--- config.mk ---
export PLATFORM = sky130hd
export DESIGN_NAME = bitmap_block_allocator
export DESIGN_NICKNAME = d
export VERILOG_FILES = /design/src/design/bba_pkg.sv /design/src/design/bba_bitmap_ram.sv /design/src/design/bitmap_block_allocator.sv
export VERILOG_INCLUDE_DIRS = /design/src /design/src/design
export SDC_FILE = /design/constraint.sdc
export NUM_CORES = 2
export LEC_CHECK = 0
export BUFFER_PORTS_ARGS = -buffer_cell sky130_fd_sc_hd__buf_4
export CAP_MARGIN = 25
export CORE_ASPECT_RATIO = 1.5
export CORE_MARGIN = 2
export CORE_UTILIZATION = 50
export DETAILED_ROUTE_END_ITERATION = 8
export GPL_ROUTABILITY_DRIVEN = 1
export PLACE_DENSITY = 0.65
export SYNTH_ARGS = -nofsm -noshare
export SYNTH_HDL_FRONTEND = slang
export SYNTH_HIERARCHICAL = 1
export SYNTH_SLANG_ARGS = --single-unit
--- constraint.sdc ---
create_clock -name clk -period 31.1 [get_ports clk]
set_input_delay 0 -clock clk [delete_from_list [all_inputs] [get_ports clk]]
set_output_delay 0 -clock clk [all_outputs]
set_load 0.03 [all_outputs]
--- src/design/bitmap_block_allocator_defines.svh ---
// Assertion helpers for the allocator RTL.
`ifndef BITMAP_BLOCK_ALLOCATOR_DEFINES_SVH
`define BITMAP_BLOCK_ALLOCATOR_DEFINES_SVH

// Same-cycle implication, checked on clk and masked during reset.
`define BBA_ASSERT_NOW(name, ante, cons, msg) \
	name: assert property (@(posedge clk) disable iff (!arst_n) (ante) |-> (cons)) \
		else $error(msg);

// Next-cycle implication, checked on clk and masked during reset.
`define BBA_ASSERT_NEXT(name, ante, cons, msg) \
	name: assert property (@(posedge clk) disable iff (!arst_n) (ante) |=> (cons)) \
		else $error(msg);

`endif

--- src/design/bba_pkg.sv ---
`timescale 1ns / 1ps

package bba_pkg;

	// Bitmap geometry
	localparam int NUM_BLOCKS = 4096;
	localparam int WORD_BITS  = 64;
	localparam int NUM_WORDS  = (NUM_BLOCKS + WORD_BITS - 1) / WORD_BITS;
	localparam int BLK_W      = $clog2(NUM_BLOCKS);
	localparam int BIT_W      = $clog2(WORD_BITS);
	localparam int ADDR_W     = $clog2(NUM_WORDS);
	localparam int LIMIT_W    = BLK_W + 1;

	// Request opcodes
	localparam logic OP_ALLOC = 1'b0;
	localparam logic OP_FREE  = 1'b1;

	typedef enum logic [1:0] {
		ST_OK            = 2'd0,
		ST_OUT_OF_BLOCKS = 2'd1,
		ST_DOUBLE_FREE   = 2'd2,
		ST_OUT_OF_RANGE  = 2'd3
	} status_t;

	typedef enum logic [1:0] {
		S_IDLE,
		S_ALLOC,
		S_FREE
	} state_t;

	// Port request into the bitmap RAM
	typedef struct packed {
		logic                 rd_en;
		logic [ADDR_W-1:0]    rd_addr;
		logic                 wr_en;
		logic [ADDR_W-1:0]    wr_addr;
		logic [WORD_BITS-1:0] wr_data;
	} ram_req_t;

	// Index of the lowest set bit; zero when none is set
	function automatic logic [BIT_W-1:0] lowest_set(input logic [WORD_BITS-1:0] bits);
		logic [BIT_W-1:0] idx;
		idx = '0;
		for (int i = WORD_BITS - 1; i >= 0; i--) begin
			if (bits[i]) begin
				idx = BIT_W'(i);
			end
		end
		return idx;
	endfunction

endpackage

--- src/design/bba_bitmap_ram.sv ---
`timescale 1ns / 1ps

module bba_bitmap_ram (
	input  logic                          clk,
	input  logic                          arst_n,
	input  bba_pkg::ram_req_t             req,
	output logic [bba_pkg::WORD_BITS-1:0] rd_word
);

	logic [bba_pkg::WORD_BITS-1:0] mem [bba_pkg::NUM_WORDS];
	logic [bba_pkg::NUM_WORDS-1:0] valid_q;
	logic [bba_pkg::WORD_BITS-1:0] rd_data_s1;
	logic                          rd_vld_s1;

	// Storage array, registered read
	always_ff @(posedge clk) begin
		if (req.wr_en) begin
			mem[req.wr_addr] <= req.wr_data;
		end
		if (req.rd_en) begin
			rd_data_s1 <= mem[req.rd_addr];
		end
	end

	// Per-word written flags; an unwritten word reads as all free
	always_ff @(posedge clk or negedge arst_n) begin
		if (!arst_n) begin
			valid_q   <= '0;
			rd_vld_s1 <= 1'b0;
		end else begin
			if (req.wr_en) begin
				valid_q[req.wr_addr] <= 1'b1;
			end
			if (req.rd_en) begin
				rd_vld_s1 <= valid_q[req.rd_addr];
			end
		end
	end

	assign rd_word = rd_vld_s1 ? rd_data_s1 : '0;

endmodule

--- src/design/bitmap_block_allocator.sv ---
`timescale 1ns / 1ps

// Bitmap first-fit block allocator.
// Requests: drive op and block_number with start; a request is taken on a clock
// edge where start is high and busy is low. op allocate returns the lowest free
// block below the configured count and marks it used; op free clears a block.
// Results: done pulses for one cycle with granted_block and status. The
// receiver cannot stall, so results are never held back or repeated.
// Sequencing: an allocation reads one bitmap word per cycle from the word RAM,
// from word 0 up to the word k that holds the free block (k from 0 to 63).
// A free reads its word, then writes it back with the bit cleared unless it
// is a double free. For both, done follows the last busy cycle. A free
// out of range, or an allocation with a block count of zero, answers the cycle
// after the request without raising busy.
// Configuration: cfg_write loads cfg_data into the block count; write only
// while idle. Counts above 4096 act as 4096.
// Reset: bitmap reads as all free right away (per-word written flags), block
// count returns to 4096, no pending result.

module bitmap_block_allocator (
	input  logic                        clk,
	input  logic                        arst_n,
	input  logic                        start,
	output logic                        busy,
	input  logic                        op,
	input  logic [bba_pkg::BLK_W-1:0]   block_number,
	output logic                        done,
	output logic [bba_pkg::BLK_W-1:0]   granted_block,
	output logic [1:0]                  status,
	input  logic                        cfg_write,
	input  logic [bba_pkg::LIMIT_W-1:0] cfg_data
);

	bba_pkg::state_t                state_q, state_d;
	logic [bba_pkg::LIMIT_W-1:0]    total_q;
	logic [bba_pkg::LIMIT_W-1:0]    limit;
	logic [bba_pkg::ADDR_W-1:0]     scan_w_q, scan_w_d;
	logic [bba_pkg::BLK_W-1:0]      blk_q, blk_d;
	logic                           done_q;
	logic [bba_pkg::BLK_W-1:0]      grant_q;
	bba_pkg::status_t               status_q;
	logic                           rsp_load;
	logic [bba_pkg::BLK_W-1:0]      rsp_grant;
	bba_pkg::status_t               rsp_status;
	bba_pkg::ram_req_t              ram_req;
	logic [bba_pkg::WORD_BITS-1:0]  rd_word;
	logic [bba_pkg::WORD_BITS-1:0]  range_mask;
	logic [bba_pkg::WORD_BITS-1:0]  free_bits;
	logic [bba_pkg::BIT_W-1:0]      free_idx;
	logic [bba_pkg::ADDR_W:0]       next_w;
	logic                           last_word;
	logic                           accept;

	bba_bitmap_ram u_ram (
		.clk     (clk),
		.arst_n  (arst_n),
		.req     (ram_req),
		.rd_word (rd_word)
	);

	assign accept = start && !busy;
	assign busy   = (state_q != bba_pkg::S_IDLE);

	// Effective block count
	assign limit = (total_q > bba_pkg::LIMIT_W'(bba_pkg::NUM_BLOCKS))
		? bba_pkg::LIMIT_W'(bba_pkg::NUM_BLOCKS) : total_q;

	// Bits of the scanned word that lie below the block count
	always_comb begin
		if (limit[bba_pkg::LIMIT_W-1:bba_pkg::BIT_W] > {1'b0, scan_w_q}) begin
			range_mask = '1;
		end else begin
			range_mask = (bba_pkg::WORD_BITS'(1) << limit[bba_pkg::BIT_W-1:0])
				- bba_pkg::WORD_BITS'(1);
		end
	end

	assign free_bits = ~rd_word & range_mask;
	assign free_idx  = bba_pkg::lowest_set(free_bits);
	assign next_w    = {1'b0, scan_w_q} + (bba_pkg::ADDR_W + 1)'(1);
	assign last_word = ({next_w, {bba_pkg::BIT_W{1'b0}}} >= limit);

	// Control registers
	always_ff @(posedge clk or negedge arst_n) begin
		if (!arst_n) begin
			state_q <= bba_pkg::S_IDLE;
			total_q <= bba_pkg::LIMIT_W'(bba_pkg::NUM_BLOCKS);
			done_q  <= 1'b0;
		end else begin
			state_q <= state_d;
			done_q  <= rsp_load;
			if (cfg_write) begin
				total_q <= cfg_data;
			end
		end
	end

	// Payload registers
	always_ff @(posedge clk) begin
		scan_w_q <= scan_w_d;
		blk_q    <= blk_d;
		if (rsp_load) begin
			grant_q  <= rsp_grant;
			status_q <= rsp_status;
		end
	end

	// Sequencer: next state, RAM port and response
	always_comb begin
		state_d    = state_q;
		scan_w_d   = scan_w_q;
		blk_d      = blk_q;
		rsp_load   = 1'b0;
		rsp_grant  = '0;
		rsp_status = bba_pkg::ST_OK;
		ram_req    = '0;
		case (state_q)
			bba_pkg::S_IDLE: begin
				if (accept) begin
					blk_d = block_number;
					if (op == bba_pkg::OP_ALLOC) begin
						if (limit == '0) begin
							rsp_load   = 1'b1;
							rsp_status = bba_pkg::ST_OUT_OF_BLOCKS;
						end else begin
							ram_req.rd_en   = 1'b1;
							ram_req.rd_addr = '0;
							scan_w_d        = '0;
							state_d         = bba_pkg::S_ALLOC;
						end
					end else begin
						if ({1'b0, block_number} >= limit) begin
							rsp_load   = 1'b1;
							rsp_status = bba_pkg::ST_OUT_OF_RANGE;
						end else begin
							ram_req.rd_en   = 1'b1;
							ram_req.rd_addr = block_number[bba_pkg::BLK_W-1:bba_pkg::BIT_W];
							state_d         = bba_pkg::S_FREE;
						end
					end
				end
			end
			bba_pkg::S_ALLOC: begin
				if (|free_bits) begin
					ram_req.wr_en   = 1'b1;
					ram_req.wr_addr = scan_w_q;
					ram_req.wr_data = rd_word | (bba_pkg::WORD_BITS'(1) << free_idx);
					rsp_load        = 1'b1;
					rsp_grant       = {scan_w_q, free_idx};
					rsp_status      = bba_pkg::ST_OK;
					state_d         = bba_pkg::S_IDLE;
				end else if (last_word) begin
					rsp_load   = 1'b1;
					rsp_status = bba_pkg::ST_OUT_OF_BLOCKS;
					state_d    = bba_pkg::S_IDLE;
				end else begin
					ram_req.rd_en   = 1'b1;
					ram_req.rd_addr = next_w[bba_pkg::ADDR_W-1:0];
					scan_w_d        = next_w[bba_pkg::ADDR_W-1:0];
				end
			end
			bba_pkg::S_FREE: begin
				rsp_load = 1'b1;
				state_d  = bba_pkg::S_IDLE;
				if (!rd_word[blk_q[bba_pkg::BIT_W-1:0]]) begin
					rsp_status = bba_pkg::ST_DOUBLE_FREE;
				end else begin
					ram_req.wr_en   = 1'b1;
					ram_req.wr_addr = blk_q[bba_pkg::BLK_W-1:bba_pkg::BIT_W];
					ram_req.wr_data = rd_word
						& ~(bba_pkg::WORD_BITS'(1) << blk_q[bba_pkg::BIT_W-1:0]);
					rsp_status = bba_pkg::ST_OK;
				end
			end
			default: begin
				state_d = bba_pkg::S_IDLE;
			end
		endcase
	end

	assign done          = done_q;
	assign granted_block = grant_q;
	assign status        = status_q;

`include "bitmap_block_allocator_defines.svh"

	`BBA_ASSERT_NOW(a_done_idle, done_q, state_q == bba_pkg::S_IDLE, "result while busy")
	`BBA_ASSERT_NOW(a_scan_in_range, state_q == bba_pkg::S_ALLOC, {scan_w_q, {bba_pkg::BIT_W{1'b0}}} < limit, "scan past block count")
	`BBA_ASSERT_NOW(a_grant_in_range, done_q && grant_q != '0, {1'b0, grant_q} < limit, "grant beyond block count")
	`BBA_ASSERT_NEXT(a_write_ends, ram_req.wr_en, state_q == bba_pkg::S_IDLE && done_q, "write-back without result")

endmodule
==> qor.yml <==
finish:
  synthToLayoutAreaGrowth_pct: 13.05
  multi_input_area_um2: 38400
  design_area_um2: 189100
  fin_util_pct: 56.67
  regArea_um2: 127900
  fillers: 24400
  drive_gt1_share_pct: 26.85
  nets: 8297
global_route:
  grt_pass1_vias: 88840
  grt_pass1_wl_um: 726800
  gr-usage-all-layers_pct: 31.00
  overflow: 0
  grt_antenna_before_repair: 36
  grt_max_degree: 144
pwr:
  power.internal_w: 0.009678
  combPwrFrac_pct: 10.0
  switching_share_pct: 23.97
  switchingPower_w: 0.003051
  p_clk_share_pct: 38.7
  p_per_area_nw_per_um2: 67.30
  irDropWorstVdd_v: 0.00005017
  seqPwrFrac_pct: 51.2
  p_leak_nw: 61.45
sta:
  fin_crit_sh_pct: 41.76
  tightest_slew_ns: 1.227
  maxSlewHeadroom_pct: 18.18
  rsz0062_at_grt: "no"
  setup_ws_ns: 18.11
  hold_viol: 0
  setup_viol: 0
  period_needed_ns: 12.99
  final-max-slew-violation-count: 0
  tns_ns: 0
  fin_skew_ns: 0.07406
  fmax_ghz: 0.07699
floorplan:
  die_h_um: 712.5
  die_area_um2: 339400
  start_util_pct: 50.13
  num_rows: 260
  core_um2: 333800
  die_w_um: 476.3
  io_pins: 46
logic_synthesis:
  async_flop_share_pct: 1.896
  synthFlopType: "edfxtp_1"
  synth_cell_types: 110
  avgSynthCellArea_um2: 21.24
  synth_commonest_cells: "edfxtp_1 (4192), mux4_2 (1053), a22oi_1 (524)"
  synth_fp_nets: 7937
  syn_area_um2: 167300
  synth-seq-area-share_pct: 76.45
  synth_top_cell_by_area: "edfxtp_1"
  yosysWarnings: 6
  ys_ff_latch: 4273
  synth.area.top_cells: "edfxtp_1 (75%), mux4_2 (14%), a22oi_1 (2.4%)"
  synth_edf_count: 4192
  synth_most_common_cell: "edfxtp_1"
  yosys.area.top_type_share_pct: 75.24
  synthCells: 7876
setup_path:
  worstSetupEndpoint: "u_ram/rd_data_s1[53]"
  rrSetupSlack_ns: 18.11
  crit_required_ns: 31.78
  criticalPathCategory: "register to register"
  startpoint_type: "register"
  cp_max_fo: 135
  timing.rr.start: "total_q[4]"
  arrival_ns: 13.67
  cp-end-kind: "register"
  reg2reg_depth: 23
  r2r_end: "u_ram/rd_data_s1[53]"
  startpoint: "total_q[4]"
routing:
  drc_errors: 0
  first_pass_iters: 6
  vias_per_cell: 6.892
  wire_per_inst_um: 40.68
  dr_total_vias: 89760
  first_iter_violations: 12840
  routed_wl_um: 529800
  drt.antenna.violating_nets: 0
outcome:
  status: "completed"
flow_run:
  drv_cap: 0
hold_path:
  min_path_type: "input port to register"
  min_from: "start"
clocking:
  ctsHtreeMaxLevel: 5
  clock_latency_ns: 0.99
  tritoncts: "built"
  cts.clk_slew.worst_paths_ns: 0.07
  cts_root_buf: "clkbuf_16"
  cts_buffer_depth: 4
  clock-sinks: 4273
  cts_buffers: 390
placed_design:
  gp_congestion: 0.9893
  hpwl_um: 293000
  place_ws_ns: 18.40
  placed_cell_area_um2: 175200
  port_buffers: 45
area by class of cell:
class	count	share of cell area [%]
tap	4454	2.946
clock inverter	232	1.435
multi-input combinational	3072	20.30
timing repair buffer	456	2.137
clock buffer	475	5.443
antenna	20	0.02646
inverter	43	0.08533
sequential	4273	67.63
flip-flops by register name, summed over array words and instances (netlist names):
name	flops
u_ram/mem	4096
u_ram/rd_data_s1	64
u_ram/valid_q	64
total_q	13
blk_q	12
granted_block	12
scan_w_q	6
state_q	2
status	2
done	1
u_ram/rd_vld_s1	1
worst min path at each step:
stage | to | cells after the start
finish | state_q[0] | 5
global route | state_q[0] | 5
CTS | state_q[0] | 5
detailed placement | done | 1
global placement | done | 1
floorplan | done | 0
routing by layer:
metal,part of all wire (%),global-route usage (%)
met5,0.036,0.2687
met4,5.6,14.75
met3,9.5,5.128
met2,50,51.99
met1,35,39.66
critical path, stage by stage, from the launching register on:
cell and delay, ns:
dfrtp_1 0.94, or4_1 0.31, o31ai_2 0.15, inv_1 0.10
ha_1 0.38, o21ai_2 0.16, or4_1 0.87, o311a_1 0.48
a2111oi_2 0.35, nor3b_1 0.34, and3_1 0.39, nand2_1 0.23
or4_1 0.77, nor3_4 0.42, a22o_4 0.77, buf_4 0.93
buf_4 0.89, buf_4 0.81, buf_4 0.88, buf_12 0.68
mux4_2 0.43, a22oi_1 0.20, a21oi_1 0.19, or4_1 0.54
cells by family after synthesis:
group	count (synthesis)	share of synthesized area (%)
buffers and inverters	531	1.370
flip-flops	4273	76.45
XOR/XNOR	16	0.08376
AND/OR/NAND/NOR	713	2.460
multiplexers	1085	14.38
AO/OA/AOI/OAI	1227	5.027
adder cells (fa/ha/maj)	31	0.2318
layout by cell type, fill, tap and decap left out, drive strengths merged, types with 18 or more instances in the layout:
cell type and n:
edfxtp 4192, mux4 1053, a22oi 524, clkbuf 477, buf 380, a21oi 367, nor2 149, clkinv 142
and2 81, dfrtp 80, or2 78, o211ai 76, dlygate4sd3 74, or4 72, nand2 66, inv 55
bufinv 54, nor3 52, o21ai 52, nand3 40, ha 31, nor2b 31, nand2b 30, o31ai 28
o41ai 25, clkinvlp 24, diode 20, a31oi 18
power groups by stage:
stage,registers (W),logic [W],clock network (W)
after floorplan,0.00665,0.000719,0
after global placement,0.00664,0.00123,0
after detailed placement,0.00664,0.00124,0
after CTS,0.00652,0.00126,0.00499
after global routing,0.00652,0.00133,0.00519
final,0.00652,0.00128,0.00493
through the flow:
stage / hold WS, ns / std cells / total power [W]
final: 0.09697 / 13030 / 0.01273
after global routing: 0.1010 / 13010 / 0.01304
after CTS: 0.01642 / 13000 / 0.01276
after detailed placement: -0.1410 / 12220 / 0.007887
after global placement: -0.1401 / 12200 / 0.007874
after floorplan: -0.2956 / 7876 / 0.007369
what timing repair did:
item | in CTS | in global routing
endpoints found under the setup margin | 0 | 0
gates resized for setup | 0 | 0
hold endpoints to repair | 128 | 23
buffers inserted | 0 | 0
hold buffers | 73 | 1
No activity file was read; power rests on OpenSTA's default activity.
